$ cat config.mk
export PLATFORM = sky130hd
export DESIGN_NAME = cobs_frame_encoder
export DESIGN_NICKNAME = d
export VERILOG_FILES = /design/src/rtl/cfe_pkg.sv /design/src/rtl/cfe_front.sv /design/src/rtl/cfe_queue.sv /design/src/rtl/cfe_back.sv /design/src/rtl/cobs_frame_encoder.sv
export SDC_FILE = /design/constraint.sdc
export NUM_CORES = 1
export LEC_CHECK = 0
export ABC_AREA = 1
export BUFFER_PORTS_ARGS = -buffer_cell sky130_fd_sc_hd__buf_2
export CORE_MARGIN = 2
export CORE_UTILIZATION = 25
export DETAILED_ROUTE_END_ITERATION = 8
export SLEW_MARGIN = 20
export SYNTH_ARGS = -nofsm -noshare
export SYNTH_HDL_FRONTEND = slang
export SYNTH_SLANG_ARGS = --single-unit
export TNS_END_PERCENT = 30
$ cat constraint.sdc
create_clock -name clk -period 3.7 [get_ports clk]
set_input_delay 0.74 -clock clk [delete_from_list [all_inputs] [get_ports clk]]
set_output_delay 0.74 -clock clk [all_outputs]
set_load 0.1 [all_outputs]
$ cat src/rtl/cfe_pkg.sv
`timescale 1ns / 1ps

package cfe_pkg;

	// field widths
	localparam int POS_W  = 13;
	localparam int BYTE_W = 8;

	// block code that forces a block to close
	localparam logic [BYTE_W-1:0] FULL_CODE  = 8'hFF;
	localparam logic [BYTE_W-1:0] FIRST_CODE = 8'h01;

	// default size of the encoded-frame buffer
	localparam int OUT_BUFFER_SIZE_DEF = 8192;

	// entries in the queue between front and back
	localparam int QUEUE_DEPTH = 4;

	// one raw byte request
	typedef struct packed {
		logic [BYTE_W-1:0] byte_value;
		logic              end_of_frame;
	} in_t;

	// one positioned write
	typedef struct packed {
		logic [POS_W-1:0]  write_position;
		logic [BYTE_W-1:0] write_value;
		logic              last_of_run;
		logic              frame_done;
		logic [POS_W-1:0]  encoded_length;
		logic              overflow;
	} out_t;

	// all writes caused by one byte: first always, second when two is set
	typedef struct packed {
		logic two;
		out_t first;
		out_t second;
	} cmd_t;

endpackage

$ cat src/rtl/cfe_front.sv
`timescale 1ns / 1ps

module cfe_front #(
	parameter int OUT_BUFFER_SIZE = cfe_pkg::OUT_BUFFER_SIZE_DEF
) (
	input  logic          clk,
	input  logic          arst_n,
	input  logic          accept,
	input  cfe_pkg::in_t  data,
	output cfe_pkg::cmd_t cmd
);

	localparam int POS_W  = cfe_pkg::POS_W;
	localparam int BYTE_W = cfe_pkg::BYTE_W;

	logic [BYTE_W-1:0] block_code_q;
	logic [POS_W-1:0]  code_pos_q;
	logic [POS_W-1:0]  next_pos_q;
	logic              ovf_q;

	logic [BYTE_W-1:0] block_code_d;
	logic [POS_W-1:0]  code_pos_d;
	logic [POS_W-1:0]  next_pos_d;
	logic              ovf_d;

	logic              nz;
	logic              last;
	logic [POS_W:0]    inc1;
	logic [POS_W:0]    inc2;
	logic [BYTE_W-1:0] code_inc;
	logic              full;
	logic              over_next;
	logic              over_code;
	logic              ov0;
	logic              ov_a;
	logic              ov1;
	logic              ov_b;
	logic [POS_W-1:0]  pos0;
	logic [BYTE_W-1:0] val0;
	logic [POS_W-1:0]  pos1;
	logic [BYTE_W-1:0] val1;
	logic              two;

	// position checks against the buffer size
	assign over_next = ({19'd0, next_pos_q} >= 32'(OUT_BUFFER_SIZE));
	assign over_code = ({19'd0, code_pos_q} >= 32'(OUT_BUFFER_SIZE));

	assign nz       = (data.byte_value != '0);
	assign last     = data.end_of_frame;
	assign inc1     = {1'b0, next_pos_q} + 1'b1;
	assign inc2     = {1'b0, inc1[POS_W-1:0]} + 1'b1;
	assign code_inc = block_code_q + 1'b1;
	assign full     = (code_inc == cfe_pkg::FULL_CODE);

	// classify the byte and work out its writes and the next state
	always_comb begin
		pos0         = next_pos_q;
		val0         = data.byte_value;
		pos1         = code_pos_q;
		val1         = code_inc;
		two          = 1'b0;
		ov0          = ovf_q;
		ov_a         = ovf_q;
		ov1          = ovf_q;
		ov_b         = ovf_q;
		block_code_d = block_code_q;
		code_pos_d   = code_pos_q;
		next_pos_d   = next_pos_q;
		if (nz) begin
			// data byte goes to the running position
			ov0  = ovf_q | over_next;
			ov_a = ov0 | inc1[POS_W];
			if (full) begin
				// block reached full size: write its code back
				two          = 1'b1;
				val1         = cfe_pkg::FULL_CODE;
				ov1          = ov_a | over_code;
				block_code_d = cfe_pkg::FIRST_CODE;
				code_pos_d   = inc1[POS_W-1:0];
				if (!last) begin
					next_pos_d = inc2[POS_W-1:0];
					ov_b       = ov1 | inc2[POS_W];
				end else begin
					next_pos_d = inc1[POS_W-1:0];
					ov_b       = ov1;
				end
			end else begin
				block_code_d = code_inc;
				next_pos_d   = inc1[POS_W-1:0];
				if (last) begin
					two  = 1'b1;
					ov1  = ov_a | over_code;
					ov_b = ov1;
				end else begin
					ov_b = ov_a;
				end
			end
		end else begin
			// zero byte closes the block at its reserved slot
			pos0         = code_pos_q;
			val0         = block_code_q;
			ov0          = ovf_q | over_code;
			ov_a         = ov0 | inc1[POS_W];
			block_code_d = cfe_pkg::FIRST_CODE;
			code_pos_d   = next_pos_q;
			next_pos_d   = inc1[POS_W-1:0];
			pos1         = next_pos_q;
			val1         = cfe_pkg::FIRST_CODE;
			if (last) begin
				two  = 1'b1;
				ov1  = ov_a | over_next;
				ov_b = ov1;
			end else begin
				ov_b = ov_a;
			end
		end
		ovf_d = ov_b;
	end

	// pack the command for the queue
	always_comb begin
		cmd                       = '0;
		cmd.two                   = two;
		cmd.first.write_position  = pos0;
		cmd.first.write_value     = val0;
		cmd.first.overflow        = ov0;
		cmd.first.last_of_run     = !two;
		cmd.second.write_position = pos1;
		cmd.second.write_value    = val1;
		cmd.second.overflow       = last ? ov_b : ov1;
		cmd.second.last_of_run    = 1'b1;
		cmd.second.frame_done     = last;
		cmd.second.encoded_length = last ? next_pos_d : '0;
	end

	// encoder state, back to reset values after each frame
	always_ff @(posedge clk or negedge arst_n) begin
		if (!arst_n) begin
			block_code_q <= cfe_pkg::FIRST_CODE;
			code_pos_q   <= '0;
			next_pos_q   <= POS_W'(1);
			ovf_q        <= 1'b0;
		end else if (accept) begin
			if (last) begin
				block_code_q <= cfe_pkg::FIRST_CODE;
				code_pos_q   <= '0;
				next_pos_q   <= POS_W'(1);
				ovf_q        <= 1'b0;
			end else begin
				block_code_q <= block_code_d;
				code_pos_q   <= code_pos_d;
				next_pos_q   <= next_pos_d;
				ovf_q        <= ovf_d;
			end
		end
	end

endmodule

$ cat src/rtl/cfe_queue.sv
`timescale 1ns / 1ps

module cfe_queue (
	input  logic          clk,
	input  logic          arst_n,
	input  logic          push,
	input  cfe_pkg::cmd_t push_data,
	output logic          full,
	input  logic          pop,
	output logic          empty,
	output cfe_pkg::cmd_t head
);

	localparam int DEPTH = cfe_pkg::QUEUE_DEPTH;
	localparam int PTR_W = (DEPTH > 1) ? $clog2(DEPTH) : 1;
	localparam int CNT_W = $clog2(DEPTH + 1);

	cfe_pkg::cmd_t    mem_q [DEPTH];
	logic [PTR_W-1:0] wptr_q;
	logic [PTR_W-1:0] rptr_q;
	logic [CNT_W-1:0] count_q;

	assign full  = (count_q == CNT_W'(DEPTH));
	assign empty = (count_q == '0);
	assign head  = mem_q[rptr_q];

	// storage
	always_ff @(posedge clk) begin
		if (push) begin
			mem_q[wptr_q] <= push_data;
		end
	end

	// pointers and fill count
	always_ff @(posedge clk or negedge arst_n) begin
		if (!arst_n) begin
			wptr_q  <= '0;
			rptr_q  <= '0;
			count_q <= '0;
		end else begin
			if (push) begin
				wptr_q <= (wptr_q == PTR_W'(DEPTH - 1)) ? '0 : wptr_q + 1'b1;
			end
			if (pop) begin
				rptr_q <= (rptr_q == PTR_W'(DEPTH - 1)) ? '0 : rptr_q + 1'b1;
			end
			if (push && !pop) begin
				count_q <= count_q + 1'b1;
			end else if (pop && !push) begin
				count_q <= count_q - 1'b1;
			end
		end
	end

endmodule

$ cat src/rtl/cfe_back.sv
`timescale 1ns / 1ps

module cfe_back (
	input  logic          clk,
	input  logic          arst_n,
	input  logic          empty,
	input  cfe_pkg::cmd_t head,
	output logic          pop,
	output logic          wr_valid,
	input  logic          wr_ready,
	output cfe_pkg::out_t wr_data
);

	logic          out_valid_q;
	cfe_pkg::out_t out_data_q;
	logic          sel_q;
	logic          load;

	// output register can take a new write
	assign load = !empty && (!out_valid_q || wr_ready);
	assign pop  = load && (sel_q || !head.two);

	assign wr_valid = out_valid_q;
	assign wr_data  = out_data_q;

	// output payload
	always_ff @(posedge clk) begin
		if (load) begin
			out_data_q <= sel_q ? head.second : head.first;
		end
	end

	// valid flag and which write of the head entry goes next
	always_ff @(posedge clk or negedge arst_n) begin
		if (!arst_n) begin
			out_valid_q <= 1'b0;
			sel_q       <= 1'b0;
		end else begin
			if (load) begin
				out_valid_q <= 1'b1;
				sel_q       <= !sel_q && head.two;
			end else if (wr_ready) begin
				out_valid_q <= 1'b0;
			end
		end
	end

endmodule

$ cat src/rtl/cobs_frame_encoder.sv
`timescale 1ns / 1ps
// COBS frame encoder: one raw byte per request, one positioned write per result.
// The writes of a byte are registered first in the command queue, then in the output register.
// Throughput: one byte per cycle while the queue has room; a byte with two writes holds the output
// for both writes, wr_ready low stalls it, and a four-entry queue between classifier and output stage absorbs it.
// Reset (arst_n low) clears encoder state, the queue and the output valid at once.
module cobs_frame_encoder #(
	parameter int OUT_BUFFER_SIZE = cfe_pkg::OUT_BUFFER_SIZE_DEF
) (
	input  logic          clk,
	input  logic          arst_n,
	input  logic          byte_valid,
	output logic          byte_ready,
	input  cfe_pkg::in_t  byte_data,
	output logic          wr_valid,
	input  logic          wr_ready,
	output cfe_pkg::out_t wr_data
);

	logic          accept;
	logic          q_full;
	logic          q_empty;
	logic          q_pop;
	cfe_pkg::cmd_t cmd;
	cfe_pkg::cmd_t q_head;

	assign byte_ready = !q_full;
	assign accept     = byte_valid && !q_full;

	// classifier and encoder state
	cfe_front #(
		.OUT_BUFFER_SIZE(OUT_BUFFER_SIZE)
	) u_front (
		.clk   (clk),
		.arst_n(arst_n),
		.accept(accept),
		.data  (byte_data),
		.cmd   (cmd)
	);

	// command queue
	cfe_queue u_queue (
		.clk      (clk),
		.arst_n   (arst_n),
		.push     (accept),
		.push_data(cmd),
		.full     (q_full),
		.pop      (q_pop),
		.empty    (q_empty),
		.head     (q_head)
	);

	// write serializer and output register
	cfe_back u_back (
		.clk     (clk),
		.arst_n  (arst_n),
		.empty   (q_empty),
		.head    (q_head),
		.pop     (q_pop),
		.wr_valid(wr_valid),
		.wr_ready(wr_ready),
		.wr_data (wr_data)
	);

endmodule
==> flow_summary.json, run 1 <==
{
  "intPower_mw": 7.87,
  "grt_pass1_wl_um": 52500,
  "clockBufferDepth": 3,
  "antennaDiodeCount": 0,
  "whs_ns": 0.124,
  "drive_above_1_share": 0.146,
  "p_seq_frac": 0.392,
  "rows": 86,
  "grt_use_total": 0.117,
  "yosys_warnings": 0,
  "dp_cells": 2044,
  "final_area_um2": 16200,
  "tns_ns": 0,
  "drv_cap": 0,
  "rsz0062_at_grt": "no",
  "finClkSkew_ns": 0.0231,
  "first_pass_iters": 5,
  "outcome": "finished, final reports clean",
  "slowest_stage": "dfstp_2",
  "r2r_setup_slack_ns": 1.01,
  "overflow": 0,
  "crit_path_start": "u_front.block_code_q[0]",
  "grt_max_degree": 121,
  "holdCritPathClass": "in2async",
  "vias_per_cell": 4.47,
  "finalHoldViolCount": 0,
  "utilization": 0.294,
  "period_share": 0.727,
  "worstPathRequired_ns": 4.00,
  "cts_root_buf": "clkbuf_16",
  "synth_cell_types": 41,
  "slew_viol_final": 0,
  "synthCells": 1285,
  "leakagePower_nw": 5.83,
  "slew_headroom": 0.410,
  "power.total_mw": 13.5,
  "gp_congestion": 0.856,
  "slowest_delay_ns": 0.61,
  "yosysTopAreaCell": "edfxtp_1",
  "grt_pass1_vias": 9278,
  "area_growth_pct": 16.0,
  "postRouteAntennaNets": 0,
  "drcViolationCount": 0,
  "multiInputGateArea_um2": 3940,
  "dp_slack_ns": 0.987,
  "synth_seq_cells": 321,
  "dr_total_vias": 9388,
  "start_kind": "register",
  "place_area_um2": 15200,
  "core_area_um2": 55100,
  "worstPathCellList": "ha_1, nand3_1, nand2_1, nand2_1, inv_1, nand3_1, nor2_1, nand3_2, inv_2, nand3_1, nand2_1, nor2_1",
  "peakVddDrop_mv": 0.370,
  "wl_um": 33500,
  "initial_utilization": 0.253,
  "ff_latch_area_um2": 9430,
  "setup_viol": 0,
  "cts_tree": "built",
  "power_frac_clock": 0.229,
  "drt_iter0_drc": 737,
  "rr_worst_depth": 12,
  "p_comb_frac": 0.379,
  "cts.reportedPaths.clkPinSlew_ns": 0.07,
  "io_pins": 52,
  "setup.worst_path.class": "reg2reg",
  "numCtsBuffers": 31,
  "endpoint": "u_queue.mem_q[2][3]",
  "wire_per_inst_um": 15.9,
  "die_y_um": 240,
  "final-instance-count-excl-fill": 2102,
  "synth_flop_cell": "edfxtp_1",
  "syn_area_um2": 14000,
  "rr_endpoint": "u_queue.mem_q[2][3]",
  "critPathCaptureType": "register",
  "powerDensity_nw_per_um2": 836,
  "crit_arrival_ns": 2.99,
  "cts.sinks": 321,
  "netSwitchingPower_mw": 5.67,
  "hold_buffers": 0,
  "htreeDepth": 1,
  "crit_fanout": 14,
  "synthesis.nets": 1310,
  "fin_ws_ns": 1.01,
  "port_buffers": 51,
  "antenna_found_initial": 3,
  "fin_crit_ns": 2.69,
  "ctsResizeCount": 0,
  "fill_cells": 5697,
  "synth_top_area_frac": 0.596,
  "clock_latency_ns": 0.58,
  "swShare": 0.419,
  "avgSynthCellArea_um2": 10.9,
  "synth-edff-count": 277,
  "synth.area.top_cells": "edfxtp_1 60%, nor2_1 7.6%, dfrtp_1 7.5%",
  "dpl.hpwl_um": 20900,
  "worstMarginPinSlew_ns": 0.882,
  "synth-async-reset-ratio": 0.137,
  "postCtsSetupBuffers": 0,
  "worstReg2RegStart": "u_front.block_code_q[0]",
  "ys_seq_area_frac": 0.675,
  "die_w_um": 240,
  "dieArea_um2": 57700,
  "final_nets": 1354,
  "fmax_ghz": 0.372
}
==> how the worst min path moves through the flow <==
stage	startpoint	end	slack [ns]	cells past startpoint
after floorplan	arst_n	u_back.sel_q	0.44	0
after global placement	u_front.code_pos_q[8]	u_front.code_pos_q[8]	0.50	2
after detailed placement	u_front.code_pos_q[8]	u_front.code_pos_q[8]	0.52	2
after CTS	arst_n	u_queue.wptr_q[0]	0.11	1
after global routing	arst_n	u_queue.wptr_q[1]	0.15	1
final	arst_n	u_queue.wptr_q[0]	0.12	1
==> cells in the mapped netlist, types with 9 or more instances <==
| master | n |
|---|---|
| a21oi_1 | 41 |
| a31oi_1 | 24 |
| clkbuf_1 | 47 |
| dfrtp_1 | 42 |
| edfxtp_1 | 277 |
| ha_1 | 11 |
| inv_1 | 81 |
| nand2_1 | 143 |
| nand2_2 | 11 |
| nand3_1 | 49 |
| nor2_1 | 281 |
| nor2_2 | 11 |
| o21ai_0 | 155 |
| o21ai_2 | 9 |
| o22ai_1 | 24 |
==> flip-flops by register name, summed over array words and instances (netlist names) <==
signal and flops:
u_queue.mem_q 240, u_back.wr_data 37, u_front.code_pos_q 13, u_front.next_pos_q 13, u_front.block_code_q 8, u_queue.count_q 3, u_queue.rptr_q 2, u_queue.wptr_q 2
u_back.sel_q 1, u_back.wr_valid 1, u_front.ov0 1
==> cell usage in the layout (no fill, tap or decap), types with 7 or more instances in the layout <==
cell type    n
buf_12       8
a21oi_1     41
buf_4       17
inv_1       80
a31oi_1     23
nand3_2      7
dfrtp_1     40
nand2_2     11
nor2_2      11
ha_1        11
buf_2       51
nand3_1     49
clkbuf_16   31
nor2_1     277
nand2_1    143
o21ai_0    155
o22ai_1     24
nor2_4      12
o21ai_2      9
inv_2        8
nand4_1      8
o21ai_1      8
edfxtp_1   277
==> layer usage <==
layer / global-route usage / routed length, µm
met4: 0.0429 / 973
met5: 0 / 40
met2: 0.198 / 16200
met1: 0.152 / 14600
met3: 0.0172 / 1670
==> logic make-up (layout without fill, tap and decap cells) <==
family | after synthesis | after routing | share of synthesized area
AO/OA/AOI/OAI | 267 | 267 | 0.104
XOR/XNOR | 3 | 3 | 0.00188
adder cells (fa/ha/maj) | 12 | 12 | 0.0113
buffers and inverters | 156 | 225 | 0.0458
flip-flops | 321 | 321 | 0.675
AND/OR/NAND/NOR | 526 | 526 | 0.162
==> cell type report <==
type | count | share of cell area
Sequential cell | 321 | 0.582
Timing Repair Buffer | 76 | 0.0335
Multi-Input combinational cell | 808 | 0.243
Clock buffer | 41 | 0.0533
Clock inverter | 17 | 0.00858
Inverter | 91 | 0.0214
Tap cell | 748 | 0.0578
==> power groups by stage <==
stage | logic, mW | clock network, mW | registers (mW)
after floorplan | 2.29 | 0 | 6.89
after global placement | 5.14 | 0 | 5.37
after detailed placement | 5.21 | 0 | 5.38
after CTS | 5.22 | 3.18 | 5.32
after global routing | 5.59 | 3.31 | 5.39
final | 5.13 | 3.10 | 5.31
==> critical path: cells and delay by family (launching register included) <==
kind	cells	cell delay [ns]
fa+ha+maj	1	0.28
buf+inv	2	0.38
flops	1	0.61
simple gates	9	1.13
No activity file was read; power rests on OpenSTA's default activity.
==> inputs of run 2 (changes only) <==
--- a/config.mk
+++ b/config.mk
@@ -5,7 +5,7 @@
 export SDC_FILE = /design/constraint.sdc
 export NUM_CORES = 1
 export LEC_CHECK = 0
-export ABC_AREA = 1
+export ABC_AREA = 0
 export BUFFER_PORTS_ARGS = -buffer_cell sky130_fd_sc_hd__buf_2
 export CORE_MARGIN = 2
 export CORE_UTILIZATION = 25
==> constraint.sdc (replaced) <==
create_clock -name clk -period 2.6 [get_ports clk]
set_input_delay 0.52 -clock clk [delete_from_list [all_inputs] [get_ports clk]]
set_output_delay 0.52 -clock clk [all_outputs]
set_load 0.1 [all_outputs]
==> flow_summary.json, run 2 <==
{
  "antennaDiodeCount": 0,
  "synth.most_common_cell": "edfxtp_1",
  "period_share": 0.959,
  "hold_buffers": 0,
  "drt_iter0_drc": 549,
  "io_pins": 52,
  "final_cell_mix": "277 x edfxtp_1, 171 x nand2_1, 60 x mux4_2",
  "path_common_cell": "xnor2_1",
  "crit_fanout": 5,
  "crit_arrival_ns": 2.75,
  "setup.worst_path.class": "reg2reg",
  "p_seq_frac": 0.409,
  "drcViolationCount": 0,
  "slew_headroom": 0.405,
  "area_growth_pct": 17.3,
  "slowest_stage": "dfstp_2",
  "overflow": 0,
  "dr_total_vias": 7603,
  "synth_top_area_frac": 0.614,
  "synth-edff-count": 277,
  "slew_viol_final": 0,
  "synth.area.top_cells": "edfxtp_1 61%, mux4_2 10%, dfrtp_1 7.8%",
  "synth_flop_cell": "edfxtp_1",
  "intPower_mw": 11.6,
  "numCtsBuffers": 35,
  "htreeDepth": 2,
  "leakagePower_nw": 5.65,
  "start_kind": "register",
  "avgSynthCellArea_um2": 15.3,
  "rr_worst_depth": 9,
  "powerDensity_nw_per_um2": 1170,
  "final_nets": 991,
  "grt_pass1_wl_um": 46000,
  "outcome": "finished, final reports clean",
  "worstReg2RegStart": "u_front.block_code_q[0]",
  "postRouteAntennaNets": 0,
  "yosysTopAreaCell": "edfxtp_1",
  "fin_crit_ns": 2.49,
  "gp_congestion": 0.853,
  "final_common_cell": "edfxtp_1",
  "p_comb_frac": 0.353,
  "largest_reg_flops": 240,
  "cts.reportedPaths.clkPinSlew_ns": 0.06,
  "vias_per_cell": 4.51,
  "rows": 85,
  "setup_viol": 0,
  "worstPathRequired_ns": 2.86,
  "initial_utilization": 0.252,
  "drive_above_1_share": 0.239,
  "syn_area_um2": 13600,
  "fin_ws_ns": 0.105,
  "finalHoldViolCount": 0,
  "synthesis.nets": 913,
  "slowest_delay_ns": 0.59,
  "netSwitchingPower_mw": 6.93,
  "core_area_um2": 53700,
  "cts_tree": "built",
  "rsz0062_at_grt": "yes",
  "port_buffers": 51,
  "clockBufferDepth": 3,
  "synth_cell_types": 60,
  "grt_use_total": 0.105,
  "first_pass_iters": 5,
  "wl_um": 29500,
  "ctsResizeCount": 0,
  "fmax_ghz": 0.401,
  "finClkSkew_ns": 0.0145,
  "holdCritPathClass": "in2async",
  "die_y_um": 237,
  "synth_seq_cells": 321,
  "power_frac_clock": 0.238,
  "cts_root_buf": "clkbuf_16",
  "worstPathCellList": "ha_2, xnor2_1, nor3b_2, nand3_2, nor4_4, buf_4, nand2_1, xnor2_1, nor2_2",
  "rr_endpoint": "u_queue.mem_q[3][9]",
  "regMostFlops": "u_queue.mem_q",
  "yosys_warnings": 0,
  "swShare": 0.373,
  "drv_cap": 0,
  "dpl.hpwl_um": 17500,
  "dp_slack_ns": -0.0216,
  "worstMarginPinSlew_ns": 0.893,
  "die_w_um": 237,
  "grt_max_degree": 63,
  "crit_path_start": "u_front.block_code_q[0]",
  "clock_latency_ns": 0.51,
  "r2r_setup_slack_ns": 0.11,
  "postCtsSetupBuffers": 0,
  "dieArea_um2": 56100,
  "yosys-top-cells-count": "277 x edfxtp_1, 171 x nand2_1, 60 x mux4_2",
  "synth-async-reset-ratio": 0.137,
  "fill_cells": 5284,
  "grt_pass1_vias": 7958,
  "ys_seq_area_frac": 0.695,
  "antenna_found_initial": 1,
  "peakVddDrop_mv": 0.711,
  "cts.sinks": 321,
  "whs_ns": 0.125,
  "critPathCaptureType": "register",
  "synthCells": 888,
  "wire_per_inst_um": 17.5
}
-- run 2: cell count changes after synthesis, sizes merged, moves of 14 or more --
cell,before,now
a21oi,41,7
a31oi,24,8
and2,0,19
clkbuf,48,29
inv,88,20
mux4,0,60
nand2,157,171
nand3,57,17
nor2,300,42
o21ai,172,39
o22ai,24,1
o31ai,0,16
xnor2,2,24
-- run 2: critical path, delay by kind of cell (launching register included) --
family	cells	cell delay [ns]
buffers and inverters	1	0.18
adders and majority gates	1	0.23
xor gates and xnor gates	2	0.35
DFF	1	0.59
and+or+nand+nor	5	0.90
-- run 2: power by group through the flow --
stage,clock (mW),sequential [mW],combinational (mW)
6_report,4.42,7.59,6.56
5_1_grt,4.73,7.72,7.06
4_1_cts,4.54,7.63,6.70
3_5_place_dp,0,7.72,6.68
3_3_place_gp,0,7.67,6.62
2_1_floorplan,0,9.64,3.06
-- run 2: per-layer routing --
metal,track usage,wire length [µm],vias up,share of wire
met5,0,14,-,0.00048
li1,-,-,3492,-
met4,0.0263,543,2,0.018
met2,0.175,14100,194,0.48
met3,0.0182,1510,45,0.051
met1,0.142,13300,3870,0.45
-- run 2: cell type report --
| class | count | area [µm²] | area share |
|---|---|---|---|
| Multi-Input combinational cell | 498 | 3890 | 0.245 |
| Clock buffer | 44 | 910 | 0.0572 |
| Inverter | 20 | 75.1 | 0.00472 |
| Clock inverter | 17 | 92.6 | 0.00582 |
| Timing Repair Buffer | 90 | 636 | 0.0400 |
| Sequential cell | 321 | 9430 | 0.593 |
| Tap cell | 696 | 871 | 0.0548 |
-- run 2: worst max path at each step --
| stage | slack, ns | depth (start not counted) | end |
|---|---|---|---|
| 2_1_floorplan | -0.14 | 7 | u_queue.count_q[1] |
| 3_3_place_gp | 0.03 | 9 | u_queue.mem_q[2][7] |
| 3_5_place_dp | -0.02 | 9 | u_queue.mem_q[1][7] |
| 4_1_cts | 0.07 | 9 | u_queue.mem_q[3][9] |
| 5_1_grt | -0.007 | 8 | u_front.next_pos_q[2] |
| 6_report | 0.11 | 9 | u_queue.mem_q[3][9] |
-- run 2: kinds of logic (layout without fill, tap and decap cells) --
logic type	Yosys count	in the layout	synth area share
adder cells (fa/ha/maj)	12	12	0.0116
AO/OA/AOI/OAI	96	96	0.0461
AND/OR/NAND/NOR	290	290	0.0996
XOR/XNOR	36	36	0.0233
buffers and inverters	69	171	0.0214
multiplexers	64	64	0.103
flip-flops	321	321	0.695
-- run 2: through the flow --
stage / utilization / power [mW] / TNS (ns) / instances / instance area [µm²]
2_1_floorplan: - / 12.7 / -0.145 / 888 / 13600
3_3_place_gp: 0.277 / 14.3 / 0 / 1625 / 14900
3_5_place_dp: 0.277 / 14.4 / -0.0861 / 1625 / 14900
4_1_cts: 0.296 / 18.9 / 0 / 1686 / 15900
5_1_grt: 0.296 / 19.5 / -0.00662 / 1686 / 15900
6_report: 0.296 / 18.6 / 0 / 1686 / 15900
